[src/rtl/dcd_pkg.sv]
// shared types, constants and helpers for the detection candidate decoder
`default_nettype none

package dcd_pkg;

  localparam int DefMaxColumns = 128;
  localparam int DefMaxRows    = 65535;

  localparam int ValueW  = 18;
  localparam int ScoreW  = 20;
  localparam int ConfW   = 19;
  localparam int ClassW  = 7;
  localparam int RowOutW = 16;
  localparam int BoxW    = 16;
  localparam int ProdW   = 2 * ValueW;
  localparam int DeltaW  = ValueW + 2;
  localparam int BoxPW   = DeltaW + 15;
  localparam int CfgDataW  = 17;
  localparam int CfgIndexW = 3;
  localparam int CfgColsW  = 8;
  localparam int CfgRowsW  = 16;
  localparam int InTdataW  = 24;
  localparam int OutTdataW = 112;

  localparam int MinColumns = 6;

  localparam logic [16:0] ThrReset  = 17'd16384;
  localparam logic [13:0] ImgReset  = 14'd640;
  localparam logic [7:0]  ColsReset = 8'd85;
  localparam logic [15:0] RowsReset = 16'd25200;

  // column positions within a row
  localparam int ColCenterX = 0;
  localparam int ColCenterY = 1;
  localparam int ColSizeW   = 2;
  localparam int ColSizeH   = 3;
  localparam int ColObj     = 4;
  localparam int ColClass0  = 5;

  typedef enum logic [CfgIndexW-1:0] {
    CFG_THRESHOLD = 3'd0,
    CFG_IMG_WIDTH = 3'd1,
    CFG_IMG_HEIGHT = 3'd2,
    CFG_COLUMNS   = 3'd3,
    CFG_ROWS      = 3'd4
  } cfg_reg_e;

  typedef struct packed {
    logic [16:0] thr;
    logic [13:0] img_w;
    logic [13:0] img_h;
    logic [7:0]  cols;
    logic [15:0] rows;
  } cfg_t;

  typedef struct packed {
    logic signed [ProdW-1:0]  prod;
    logic                     is_class;
    logic                     first;
    logic [ClassW-1:0]        cls;
    logic                     last;
    logic [RowOutW-1:0]       row;
    logic signed [ValueW-1:0] obj;
    logic signed [DeltaW-1:0] dx;
    logic signed [DeltaW-1:0] dy;
    logic signed [ValueW-1:0] sw;
    logic signed [ValueW-1:0] sh;
  } s1_t;

  typedef struct packed {
    logic                    pass;
    logic signed [BoxPW-1:0] left_p;
    logic signed [BoxPW-1:0] top_p;
    logic signed [BoxPW-1:0] w_p;
    logic signed [BoxPW-1:0] h_p;
    logic [ConfW-1:0]        conf;
    logic [ClassW-1:0]       cls;
    logic [RowOutW-1:0]      row;
  } s2_t;

  // shift right rounding toward zero, then clamp to 16 bits signed
  function automatic logic signed [BoxW-1:0] trunc_sat(input logic signed [BoxPW-1:0] p,
                                                       input int k);
    logic signed [BoxPW-1:0] bias;
    logic signed [BoxPW-1:0] q;
    bias = p[BoxPW-1] ? ((BoxPW'(1) <<< k) - BoxPW'(1)) : '0;
    q = (p + bias) >>> k;
    if (q > BoxPW'(32767)) begin
      trunc_sat = 16'sh7fff;
    end else if (q < -BoxPW'(32768)) begin
      trunc_sat = -16'sh8000;
    end else begin
      trunc_sat = q[BoxW-1:0];
    end
  endfunction

endpackage

`default_nettype wire

[src/rtl/dcd_cfg_regs.sv]
// configuration register bank
`default_nettype none

module dcd_cfg_regs
  import dcd_pkg::*;
(
  input  wire logic                 clk,
  input  wire logic                 rst,
  input  wire logic                 cfg_wr_en,
  input  wire logic [CfgIndexW-1:0] cfg_index,
  input  wire logic [CfgDataW-1:0]  cfg_data,
  output cfg_t                      cfg
);

  always_ff @(posedge clk) begin
    if (rst) begin
      cfg.thr   <= ThrReset;
      cfg.img_w <= ImgReset;
      cfg.img_h <= ImgReset;
      cfg.cols  <= ColsReset;
      cfg.rows  <= RowsReset;
    end else if (cfg_wr_en) begin
      case (cfg_reg_e'(cfg_index))
        CFG_THRESHOLD:  cfg.thr   <= cfg_data[16:0];
        CFG_IMG_WIDTH:  cfg.img_w <= cfg_data[13:0];
        CFG_IMG_HEIGHT: cfg.img_h <= cfg_data[13:0];
        CFG_COLUMNS:    cfg.cols  <= cfg_data[7:0];
        CFG_ROWS:       cfg.rows  <= cfg_data[15:0];
        default: ;
      endcase
    end
  end

endmodule

`default_nettype wire

[src/rtl/dcd_row_stage.sv]
// row and column tracking, box field capture and class score product
`default_nettype none

module dcd_row_stage
  import dcd_pkg::*;
#(
  parameter int MAX_COLUMNS = DefMaxColumns,
  parameter int MAX_ROWS    = DefMaxRows
) (
  input  wire logic                     clk,
  input  wire logic                     rst,
  input  wire cfg_t                     cfg,
  input  wire logic                     in_valid,
  input  wire logic signed [ValueW-1:0] in_value,
  input  wire logic                     load,
  output logic                          s1_valid,
  output s1_t                           s1
);

  localparam int CntW = $clog2(MAX_COLUMNS);
  localparam int CmpW = ((CntW > CfgColsW) ? CntW : CfgColsW) + 1;
  localparam int RowW = $clog2(MAX_ROWS + 1);
  localparam int RcmpW = ((RowW > CfgRowsW) ? RowW : CfgRowsW) + 1;

  logic [CntW-1:0]          col;
  logic [RowW-1:0]          row;
  logic signed [ValueW-1:0] cx, cy, sw, sh, obj;

  logic [CmpW-1:0]          col_ext, cols_raw, cols_eff;
  logic [RcmpW-1:0]         rows_raw, rows_eff, row_inc;
  logic                     last, accept;
  logic signed [ProdW-1:0]  prod;

  assign accept = in_valid && load;

  always_comb begin
    col_ext  = CmpW'(col);
    cols_raw = CmpW'(cfg.cols);
    if (cols_raw < CmpW'(MinColumns)) begin
      cols_eff = CmpW'(MinColumns);
    end else if (cols_raw > CmpW'(MAX_COLUMNS)) begin
      cols_eff = CmpW'(MAX_COLUMNS);
    end else begin
      cols_eff = cols_raw;
    end
    last = (col_ext >= cols_eff - CmpW'(1));

    rows_raw = RcmpW'(cfg.rows);
    if (rows_raw < RcmpW'(1)) begin
      rows_eff = RcmpW'(1);
    end else if (rows_raw > RcmpW'(MAX_ROWS)) begin
      rows_eff = RcmpW'(MAX_ROWS);
    end else begin
      rows_eff = rows_raw;
    end
    row_inc = RcmpW'(row) + RcmpW'(1);

    prod = in_value * obj;
  end

  always_ff @(posedge clk) begin
    if (rst) begin
      col <= '0;
      row <= '0;
      cx  <= '0;
      cy  <= '0;
      sw  <= '0;
      sh  <= '0;
      obj <= '0;
    end else if (accept) begin
      if (col_ext == CmpW'(ColCenterX)) cx  <= in_value;
      if (col_ext == CmpW'(ColCenterY)) cy  <= in_value;
      if (col_ext == CmpW'(ColSizeW))   sw  <= in_value;
      if (col_ext == CmpW'(ColSizeH))   sh  <= in_value;
      if (col_ext == CmpW'(ColObj))     obj <= in_value;
      if (last) begin
        col <= '0;
        row <= (row_inc >= rows_eff) ? '0 : row_inc[RowW-1:0];
      end else begin
        col <= col + CntW'(1);
      end
    end
  end

  always_ff @(posedge clk) begin
    if (rst) begin
      s1_valid <= 1'b0;
    end else if (load) begin
      s1_valid <= in_valid;
    end
  end

  always_ff @(posedge clk) begin
    if (accept) begin
      s1.prod     <= prod;
      s1.is_class <= (col_ext >= CmpW'(ColClass0));
      s1.first    <= (col_ext == CmpW'(ColClass0));
      s1.cls      <= ClassW'(col_ext - CmpW'(ColClass0));
      s1.last     <= last;
      s1.row      <= RowOutW'(row);
      s1.obj      <= obj;
      s1.dx       <= {cx[ValueW-1], cx, 1'b0} - {{2{sw[ValueW-1]}}, sw};
      s1.dy       <= {cy[ValueW-1], cy, 1'b0} - {{2{sh[ValueW-1]}}, sh};
      s1.sw       <= sw;
      s1.sh       <= sh;
    end
  end

endmodule

`default_nettype wire

[src/rtl/dcd_score_stage.sv]
// best class tracking, threshold test and box scaling products
`default_nettype none

module dcd_score_stage
  import dcd_pkg::*;
(
  input  wire logic clk,
  input  wire logic rst,
  input  wire cfg_t cfg,
  input  wire logic s1_valid,
  input  wire s1_t  s1,
  input  wire logic load,
  output logic      s2_valid,
  output s2_t       s2
);

  logic signed [ScoreW-1:0] best;
  logic [ClassW-1:0]        best_cls;

  logic signed [ProdW-1:0]  bias, adj;
  logic signed [ScoreW-1:0] score, best_next, thr_s;
  logic [ClassW-1:0]        cls_next;
  logic                     pass, step;
  logic signed [15:0]       iw, ih;
  logic signed [DeltaW-1:0] sw_x, sh_x;

  assign step = s1_valid && load;

  always_comb begin
    bias  = s1.prod[ProdW-1] ? ProdW'(16'hffff) : '0;
    adj   = s1.prod + bias;
    score = adj[ProdW-1:16];
    best_next = best;
    cls_next  = best_cls;
    if (s1.is_class && (s1.first || score > best)) begin
      best_next = score;
      cls_next  = s1.cls;
    end
    thr_s = $signed({3'b000, cfg.thr});
    pass  = s1.last
         && ($signed({s1.obj[ValueW-1], s1.obj}) > $signed({2'b00, cfg.thr}))
         && (best_next > thr_s);
    iw   = $signed({2'b00, cfg.img_w});
    ih   = $signed({2'b00, cfg.img_h});
    sw_x = {{2{s1.sw[ValueW-1]}}, s1.sw};
    sh_x = {{2{s1.sh[ValueW-1]}}, s1.sh};
  end

  always_ff @(posedge clk) begin
    if (rst) begin
      best     <= '0;
      best_cls <= '0;
    end else if (step) begin
      best     <= best_next;
      best_cls <= cls_next;
    end
  end

  always_ff @(posedge clk) begin
    if (rst) begin
      s2_valid <= 1'b0;
    end else if (load) begin
      s2_valid <= s1_valid;
    end
  end

  always_ff @(posedge clk) begin
    if (step) begin
      s2.pass   <= pass;
      s2.left_p <= BoxPW'(s1.dx * iw);
      s2.top_p  <= BoxPW'(s1.dy * ih);
      s2.w_p    <= BoxPW'(sw_x * iw);
      s2.h_p    <= BoxPW'(sh_x * ih);
      s2.conf   <= best_next[ConfW-1:0];
      s2.cls    <= cls_next;
      s2.row    <= s1.row;
    end
  end

endmodule

`default_nettype wire

[src/rtl/dcd_out_stage.sv]
// box rounding and clamping into the result register
`default_nettype none

module dcd_out_stage
  import dcd_pkg::*;
(
  input  wire logic                 clk,
  input  wire logic                 rst,
  input  wire logic                 s2_valid,
  input  wire s2_t                  s2,
  input  wire logic                 m_axis_tready,
  output logic                      m_axis_tvalid,
  output logic [OutTdataW-1:0]      m_axis_tdata,
  output logic                      load
);

  logic take;

  assign load = !m_axis_tvalid || m_axis_tready;
  assign take = s2_valid && s2.pass;

  always_ff @(posedge clk) begin
    if (rst) begin
      m_axis_tvalid <= 1'b0;
    end else if (load) begin
      m_axis_tvalid <= take;
    end
  end

  always_ff @(posedge clk) begin
    if (load && take) begin
      m_axis_tdata <= {6'b000000, s2.row, s2.cls, s2.conf,
                       trunc_sat(s2.h_p, 16), trunc_sat(s2.w_p, 16),
                       trunc_sat(s2.top_p, 17), trunc_sat(s2.left_p, 17)};
    end
  end

endmodule

`default_nettype wire

[src/rtl/detection_candidate_decode.sv]
// Detection candidate decoder, top level.
// Prediction rows stream in on the slave side one value per word: center x,
// center y, width, height, objectness, then one score per class, all signed
// Q2.16. Each class score is scaled by objectness and the largest product
// (first class on ties) is kept. At the last column of a row one candidate
// word leaves on the master side if objectness and the best product both
// exceed the threshold; other rows give no word. The box is scaled to
// pixels by the image size, rounded toward zero and clamped to 16 bits.
// The user must write registers through cfg_wr_en/cfg_index/cfg_data while
// idle; the block does not enforce this. A value is taken every cycle unless
// input stalls. A candidate passes three registers: one for the score
// product, one for the best-score compare and box products, one for rounding
// into the result register. A waiting result holds the result register;
// rows that give no result keep flowing, and input stalls only once the
// stages behind the held result are full. Reset restores register defaults
// and clears the row and column counters and all row state.
`default_nettype none

module detection_candidate_decode
  import dcd_pkg::*;
#(
  parameter int MAX_COLUMNS = DefMaxColumns,
  parameter int MAX_ROWS    = DefMaxRows
) (
  input  wire logic                 clk,
  input  wire logic                 rst,
  input  wire logic                 cfg_wr_en,
  input  wire logic [CfgIndexW-1:0] cfg_index,
  input  wire logic [CfgDataW-1:0]  cfg_data,
  input  wire logic                 s_axis_tvalid,
  output logic                      s_axis_tready,
  // pred_value[17:0], zeros above
  input  wire logic [InTdataW-1:0]  s_axis_tdata,
  output logic                      m_axis_tvalid,
  input  wire logic                 m_axis_tready,
  // box_left[15:0], box_top[31:16], box_width[47:32], box_height[63:48],
  // confidence[82:64], class_id[89:83], row_index[105:90], zeros above
  output logic [OutTdataW-1:0]      m_axis_tdata
);

  cfg_t cfg;
  s1_t  s1;
  s2_t  s2;
  logic s1_valid, s2_valid;
  logic out_load, s2_load, s1_load;

  assign s2_load = !s2_valid || !s2.pass || out_load;
  assign s1_load = !s1_valid || s2_load;
  assign s_axis_tready = s1_load;

  dcd_cfg_regs u_cfg (
    .clk       (clk),
    .rst       (rst),
    .cfg_wr_en (cfg_wr_en),
    .cfg_index (cfg_index),
    .cfg_data  (cfg_data),
    .cfg       (cfg)
  );

  dcd_row_stage #(
    .MAX_COLUMNS (MAX_COLUMNS),
    .MAX_ROWS    (MAX_ROWS)
  ) u_row (
    .clk      (clk),
    .rst      (rst),
    .cfg      (cfg),
    .in_valid (s_axis_tvalid),
    .in_value ($signed(s_axis_tdata[ValueW-1:0])),
    .load     (s1_load),
    .s1_valid (s1_valid),
    .s1       (s1)
  );

  dcd_score_stage u_score (
    .clk      (clk),
    .rst      (rst),
    .cfg      (cfg),
    .s1_valid (s1_valid),
    .s1       (s1),
    .load     (s2_load),
    .s2_valid (s2_valid),
    .s2       (s2)
  );

  dcd_out_stage u_out (
    .clk           (clk),
    .rst           (rst),
    .s2_valid      (s2_valid),
    .s2            (s2),
    .m_axis_tready (m_axis_tready),
    .m_axis_tvalid (m_axis_tvalid),
    .m_axis_tdata  (m_axis_tdata),
    .load          (out_load)
  );

endmodule

`default_nettype wire
[config.mk]
export PLATFORM = sky130hd
export DESIGN_NAME = detection_candidate_decode
export DESIGN_NICKNAME = d
export VERILOG_FILES = /design/src/rtl/dcd_pkg.sv /design/src/rtl/dcd_cfg_regs.sv /design/src/rtl/dcd_row_stage.sv /design/src/rtl/dcd_score_stage.sv /design/src/rtl/dcd_out_stage.sv /design/src/rtl/detection_candidate_decode.sv
export SDC_FILE = /design/constraint.sdc
export NUM_CORES = 2
export LEC_CHECK = 0
export BUFFER_PORTS_ARGS = -buffer_cell sky130_fd_sc_hd__buf_2
export CORE_MARGIN = 3
export CORE_UTILIZATION = 50
export CTS_BUF_LIST = sky130_fd_sc_hd__clkbuf_4 sky130_fd_sc_hd__clkbuf_8
export DETAILED_ROUTE_END_ITERATION = 7
export GPL_TIMING_DRIVEN = 0
export PLACE_DENSITY_LB_ADDON = 0.1
export SYNTH_ARGS = -nofsm -noshare
export SYNTH_HDL_FRONTEND = slang
export SYNTH_SLANG_ARGS = --single-unit
[constraint.sdc]
create_clock -name clk -period 11.1 [get_ports clk]
set_input_delay 1.11 -clock clk [delete_from_list [all_inputs] [get_ports clk]]
set_output_delay 1.11 -clock clk [all_outputs]
set_load 0.02 [all_outputs]
==> flow_results.xml <==
<?xml version="1.0" encoding="UTF-8"?>
<metrics>
  <group name="placed_design">
    <metric name="dpl_worst_slack" unit="ps">2336</metric>
    <metric name="port_buffers" unit="">150</metric>
    <metric name="dp_hpwl" unit="um">170900</metric>
    <metric name="globalplace.congestion" unit="">0.9276</metric>
  </group>
  <group name="power">
    <metric name="power_per_cell_area" unit="mW/mm^2">122.2</metric>
    <metric name="vdd.ir_drop.worst" unit="uV">124.9</metric>
    <metric name="leakage_power" unit="uW">0.03857</metric>
  </group>
  <group name="cells_and_area">
    <metric name="nets" unit="">10370</metric>
    <metric name="area_growth_syn_to_layout" unit="%">7.791</metric>
    <metric name="drive_gt1_share" unit="%">5.462</metric>
  </group>
  <group name="worst_setup_path">
    <metric name="start_kind" unit="">register</metric>
    <metric name="cpLargestDelayFamily" unit="">compound AO/OA/AOI/OAI gates</metric>
    <metric name="critical_path_peak_fanout" unit="">17</metric>
    <metric name="cp_peak_stage_delay" unit="ps">700</metric>
    <metric name="critPathMostFrequentCell" unit="">sky130_fd_sc_hd__a21oi_1</metric>
    <metric name="ff2ff_setup_slack" unit="ps">2830</metric>
    <metric name="slowest_stage" unit="">sky130_fd_sc_hd__edfxtp_1</metric>
    <metric name="timing_worst_setup_path_type" unit="">register to register</metric>
    <metric name="timing.critical_path.to_type" unit="">register</metric>
    <metric name="critPathArrivalTime" unit="ps">8910</metric>
    <metric name="worstPathBufferInverterCount" unit="">3</metric>
    <metric name="worst-endpoint-required" unit="ps">11750</metric>
  </group>
  <group name="synthesis">
    <metric name="post_synthesis_instance_total" unit="">8078</metric>
    <metric name="synth_edf_count" unit="">437</metric>
    <metric name="synth.distinct_cells" unit="">101</metric>
    <metric name="post_synth_instance_area" unit="mm^2">0.07912</metric>
    <metric name="synth-main-ff-cell" unit="">sky130_fd_sc_hd__edfxtp_1</metric>
    <metric name="synthesis.area_per_instance" unit="um^2">9.795</metric>
    <metric name="postSynth.asyncResetShare" unit="%">0</metric>
    <metric name="synth.ff_latch_count" unit="">649</metric>
    <metric name="yosysWarnings" unit="">0</metric>
    <metric name="yosysSeqAreaShare" unit="%">21.95</metric>
  </group>
  <group name="detailed_routing">
    <metric name="remaining_routing_drc_violations" unit="">0</metric>
    <metric name="routed-via-count" unit="">55211</metric>
    <metric name="totalWireLength" unit="um">205200</metric>
    <metric name="drt-initial-drc-count" unit="">3337</metric>
    <metric name="route.detailed.wl_per_inst" unit="um">19.51</metric>
    <metric name="route.antenna.remaining_nets" unit="">0</metric>
    <metric name="drt_pass1_iterations" unit="">5</metric>
    <metric name="post_drt_via_cell_ratio" unit="">5.249</metric>
  </group>
  <group name="sta">
    <metric name="skew" unit="ps">94.79</metric>
    <metric name="min_period" unit="ps">8268</metric>
    <metric name="max_freq" unit="MHz">121.0</metric>
    <metric name="fin_tns_setup" unit="ps">0</metric>
    <metric name="final_critical_path_setup_slack" unit="ps">2832</metric>
    <metric name="finalSetupViolations" unit="">0</metric>
    <metric name="finalHoldViolCount" unit="">0</metric>
    <metric name="slew_headroom" unit="%">16.50</metric>
    <metric name="fin_crit_sh" unit="%">74.48</metric>
    <metric name="actual_slew_at_the_worst_max_slew_pin" unit="ps">1252</metric>
    <metric name="rsz0062_at_grt" unit="">no</metric>
    <metric name="slew_violations" unit="">0</metric>
  </group>
  <group name="die">
    <metric name="core.rowCount" unit="">145</metric>
    <metric name="die_w" unit="um">403.8</metric>
    <metric name="floorplan.die_area" unit="mm^2">0.1631</metric>
    <metric name="core_region_area" unit="mm^2">0.1568</metric>
    <metric name="initial_util" unit="%">50.48</metric>
    <metric name="die_y" unit="um">403.8</metric>
    <metric name="ios" unit="">163</metric>
  </group>
  <group name="clock_network">
    <metric name="cts-hold-fix-buffers" unit="">0</metric>
    <metric name="clock_transition_at_the_registers_of_the_reported_paths" unit="ps">60</metric>
    <metric name="post_cts_resized" unit="">0</metric>
    <metric name="cts_made_buffers" unit="">115</metric>
    <metric name="cts_buffer_depth" unit="">3</metric>
    <metric name="cts.sink_count" unit="">649</metric>
    <metric name="htreeDepth" unit="">3</metric>
    <metric name="worst_skew_pair.late_latency" unit="ps">890</metric>
    <metric name="cts_setup_buffers" unit="">0</metric>
    <metric name="clk_root_buffer_cell" unit="">sky130_fd_sc_hd__clkbuf_8</metric>
    <metric name="cts_tree" unit="">built</metric>
  </group>
  <group name="global_route">
    <metric name="overflow" unit="">0</metric>
    <metric name="global_route_usage_over_all_layers" unit="%">25.97</metric>
    <metric name="first_global_vias" unit="">58262</metric>
    <metric name="grt_max_degree" unit="">64</metric>
    <metric name="antenna_found_initial" unit="">9</metric>
    <metric name="wire_length_of_the_first_global_routing_pass" unit="um">328300</metric>
  </group>
  <group name="flow_run">
    <metric name="timing.max_cap.violations" unit="">0</metric>
  </group>
  <group name="worst_hold_path">
    <metric name="timing.hold.worst.class" unit="">register to register</metric>
  </group>
  <group name="outcome">
    <metric name="run_status" unit="">complete, no violations</metric>
  </group>
</metrics>
-- synthesized netlist by cell type, types with 19 or more instances --
cell | number | share of area [%]
sky130_fd_sc_hd__inv_1 | 1569 | 7.4
sky130_fd_sc_hd__fa_1 | 1347 | 34
sky130_fd_sc_hd__nand2_1 | 1128 | 5.4
sky130_fd_sc_hd__and2_1 | 692 | 5.5
sky130_fd_sc_hd__ha_1 | 614 | 9.7
sky130_fd_sc_hd__edfxtp_1 | 437 | 17
sky130_fd_sc_hd__a21oi_1 | 331 | 2.1
sky130_fd_sc_hd__clkbuf_1 | 312 | 1.5
sky130_fd_sc_hd__xnor2_1 | 220 | 2.4
sky130_fd_sc_hd__dfxtp_1 | 212 | 5.4
sky130_fd_sc_hd__nor2_1 | 205 | 0.97
sky130_fd_sc_hd__o21ai_0 | 135 | 0.85
sky130_fd_sc_hd__a21o_1 | 90 | 0.85
sky130_fd_sc_hd__xor2_1 | 88 | 0.97
sky130_fd_sc_hd__nand3_1 | 78 | 0.49
sky130_fd_sc_hd__nor3_1 | 57 | 0.36
sky130_fd_sc_hd__nand2b_1 | 56 | 0.44
sky130_fd_sc_hd__and3_1 | 40 | 0.32
sky130_fd_sc_hd__nor2b_1 | 40 | 0.32
sky130_fd_sc_hd__nand4_1 | 37 | 0.29
sky130_fd_sc_hd__a211oi_1 | 36 | 0.34
sky130_fd_sc_hd__o21a_1 | 30 | 0.28
sky130_fd_sc_hd__a31oi_1 | 27 | 0.21
sky130_fd_sc_hd__nand3b_1 | 19 | 0.18
-- stage by stage --
| stage | power, uW | utilization, % | instance area [um^2] | instances | hold WS [ps] |
|---|---|---|---|---|---|
| final | 10420 | 54.41 | 85290 | 10519 | 416.2 |
| after global routing | 11320 | 54.41 | 85290 | 10518 | 418.1 |
| after CTS | 10540 | 54.41 | 85280 | 10517 | 393.9 |
| after detailed placement | 7982 | 52.76 | 82700 | 10301 | 404.5 |
| after global placement | 7887 | 52.61 | 82470 | 10291 | 405.2 |
| after floorplan | 6724 | - | 79140 | 8083 | 400.3 |
-- layout by cell type (no fill, tap or decap), types with 135 or more instances in the layout --
cell type / netlist / layout
sky130_fd_sc_hd__inv_1: 1569 / 1569
sky130_fd_sc_hd__fa_1: 1347 / 1347
sky130_fd_sc_hd__nand2_1: 1128 / 1128
sky130_fd_sc_hd__and2_1: 692 / 692
sky130_fd_sc_hd__ha_1: 614 / 614
sky130_fd_sc_hd__edfxtp_1: 437 / 437
sky130_fd_sc_hd__a21oi_1: 331 / 331
sky130_fd_sc_hd__clkbuf_1: 312 / 311
sky130_fd_sc_hd__xnor2_1: 220 / 220
sky130_fd_sc_hd__dfxtp_1: 212 / 212
sky130_fd_sc_hd__nor2_1: 205 / 204
sky130_fd_sc_hd__buf_2: 6 / 157
sky130_fd_sc_hd__o21ai_0: 135 / 135
-- layout make-up --
class / count / area [um^2]
Tap cell: 2058 / 2575
Sequential cell: 649 / 17370
Clock inverter: 61 / 659.4
Timing Repair Buffer: 160 / 973.4
Inverter: 1570 / 5893
Multi-Input combinational cell: 5528 / 54540
Fill cell: 14380 / 71460
Antenna cell: 2 / 5.005
Clock buffer: 155 / 1921
Buffer: 336 / 1350
-- cell families (layout without fill, tap and decap cells) --
| kind of cell | Yosys count | count (layout) | share of synthesized area, % |
|---|---|---|---|
| AND/OR/NAND/NOR | 2420 | 2420 | 14.93 |
| adder cells (fa/ha/maj) | 1961 | 1961 | 43.79 |
| buffers and inverters | 1906 | 2282 | 9.148 |
| AO/OA/AOI/OAI | 816 | 816 | 6.531 |
| flip-flops | 649 | 649 | 21.95 |
| XOR/XNOR | 308 | 308 | 3.409 |
| multiplexers | 17 | 17 | 0.2340 |
| other | 1 | 8 | 0.004739 |
-- path summary, 6_finish.rpt --
check,startpoint,endpoint,cells past startpoint
setup / recovery,u_row.s1[155],u_score.s2[182],35
hold reg to reg,u_row.s1[95],u_score.s2[1],0
setup reg to reg,u_row.s1[155],u_score.s2[182],35
hold / removal,u_row.s1[95],u_score.s2[1],0
-- report_power, final --
group	total, uW	internal (uW)	switching (uW)
registers	3240	3000	238
logic	4680	1930	2750
clock network	2500	1380	1120
-- per-layer routing --
metal | global-route usage, % | vias to the layer above | wire [um]
met3 | 3.914 | 309 | 12400
met4 | 8.514 | 2 | 6883
met2 | 41.76 | 1468 | 95250
li1 | - | 25587 | -
met1 | 36.28 | 27845 | 90630
met5 | 0 | - | 13
-- flip-flops by register name, summed over array words and instances, names as in the netlist --
signal,flops
u_row.s1_valid,1
u_out.m_axis_tdata,106
u_cfg.cfg,69
u_row.obj,18
u_score.s2,177
u_row.col,7
u_row.cy,18
u_row.row,16
u_score.best,20
u_out.m_axis_tvalid,1
u_row.sh,18
u_row.s1,154
u_row.cx,18
u_score.s2_valid,1
u_score.best_cls,7
u_row.sw,18
-- worst reg2reg max path: cells and delay by family, from the launching register on --
family | cells | cell delay, ps
AOI/OAI and AO/OA | 18 | 4060
xor gates and xnor gates | 1 | 260
adders and majority gates | 3 | 1090
buffers and inverters | 3 | 610
DFF | 1 | 700
and+or+nand+nor | 10 | 1300
Note: power is estimated with default switching activity, not from simulation.
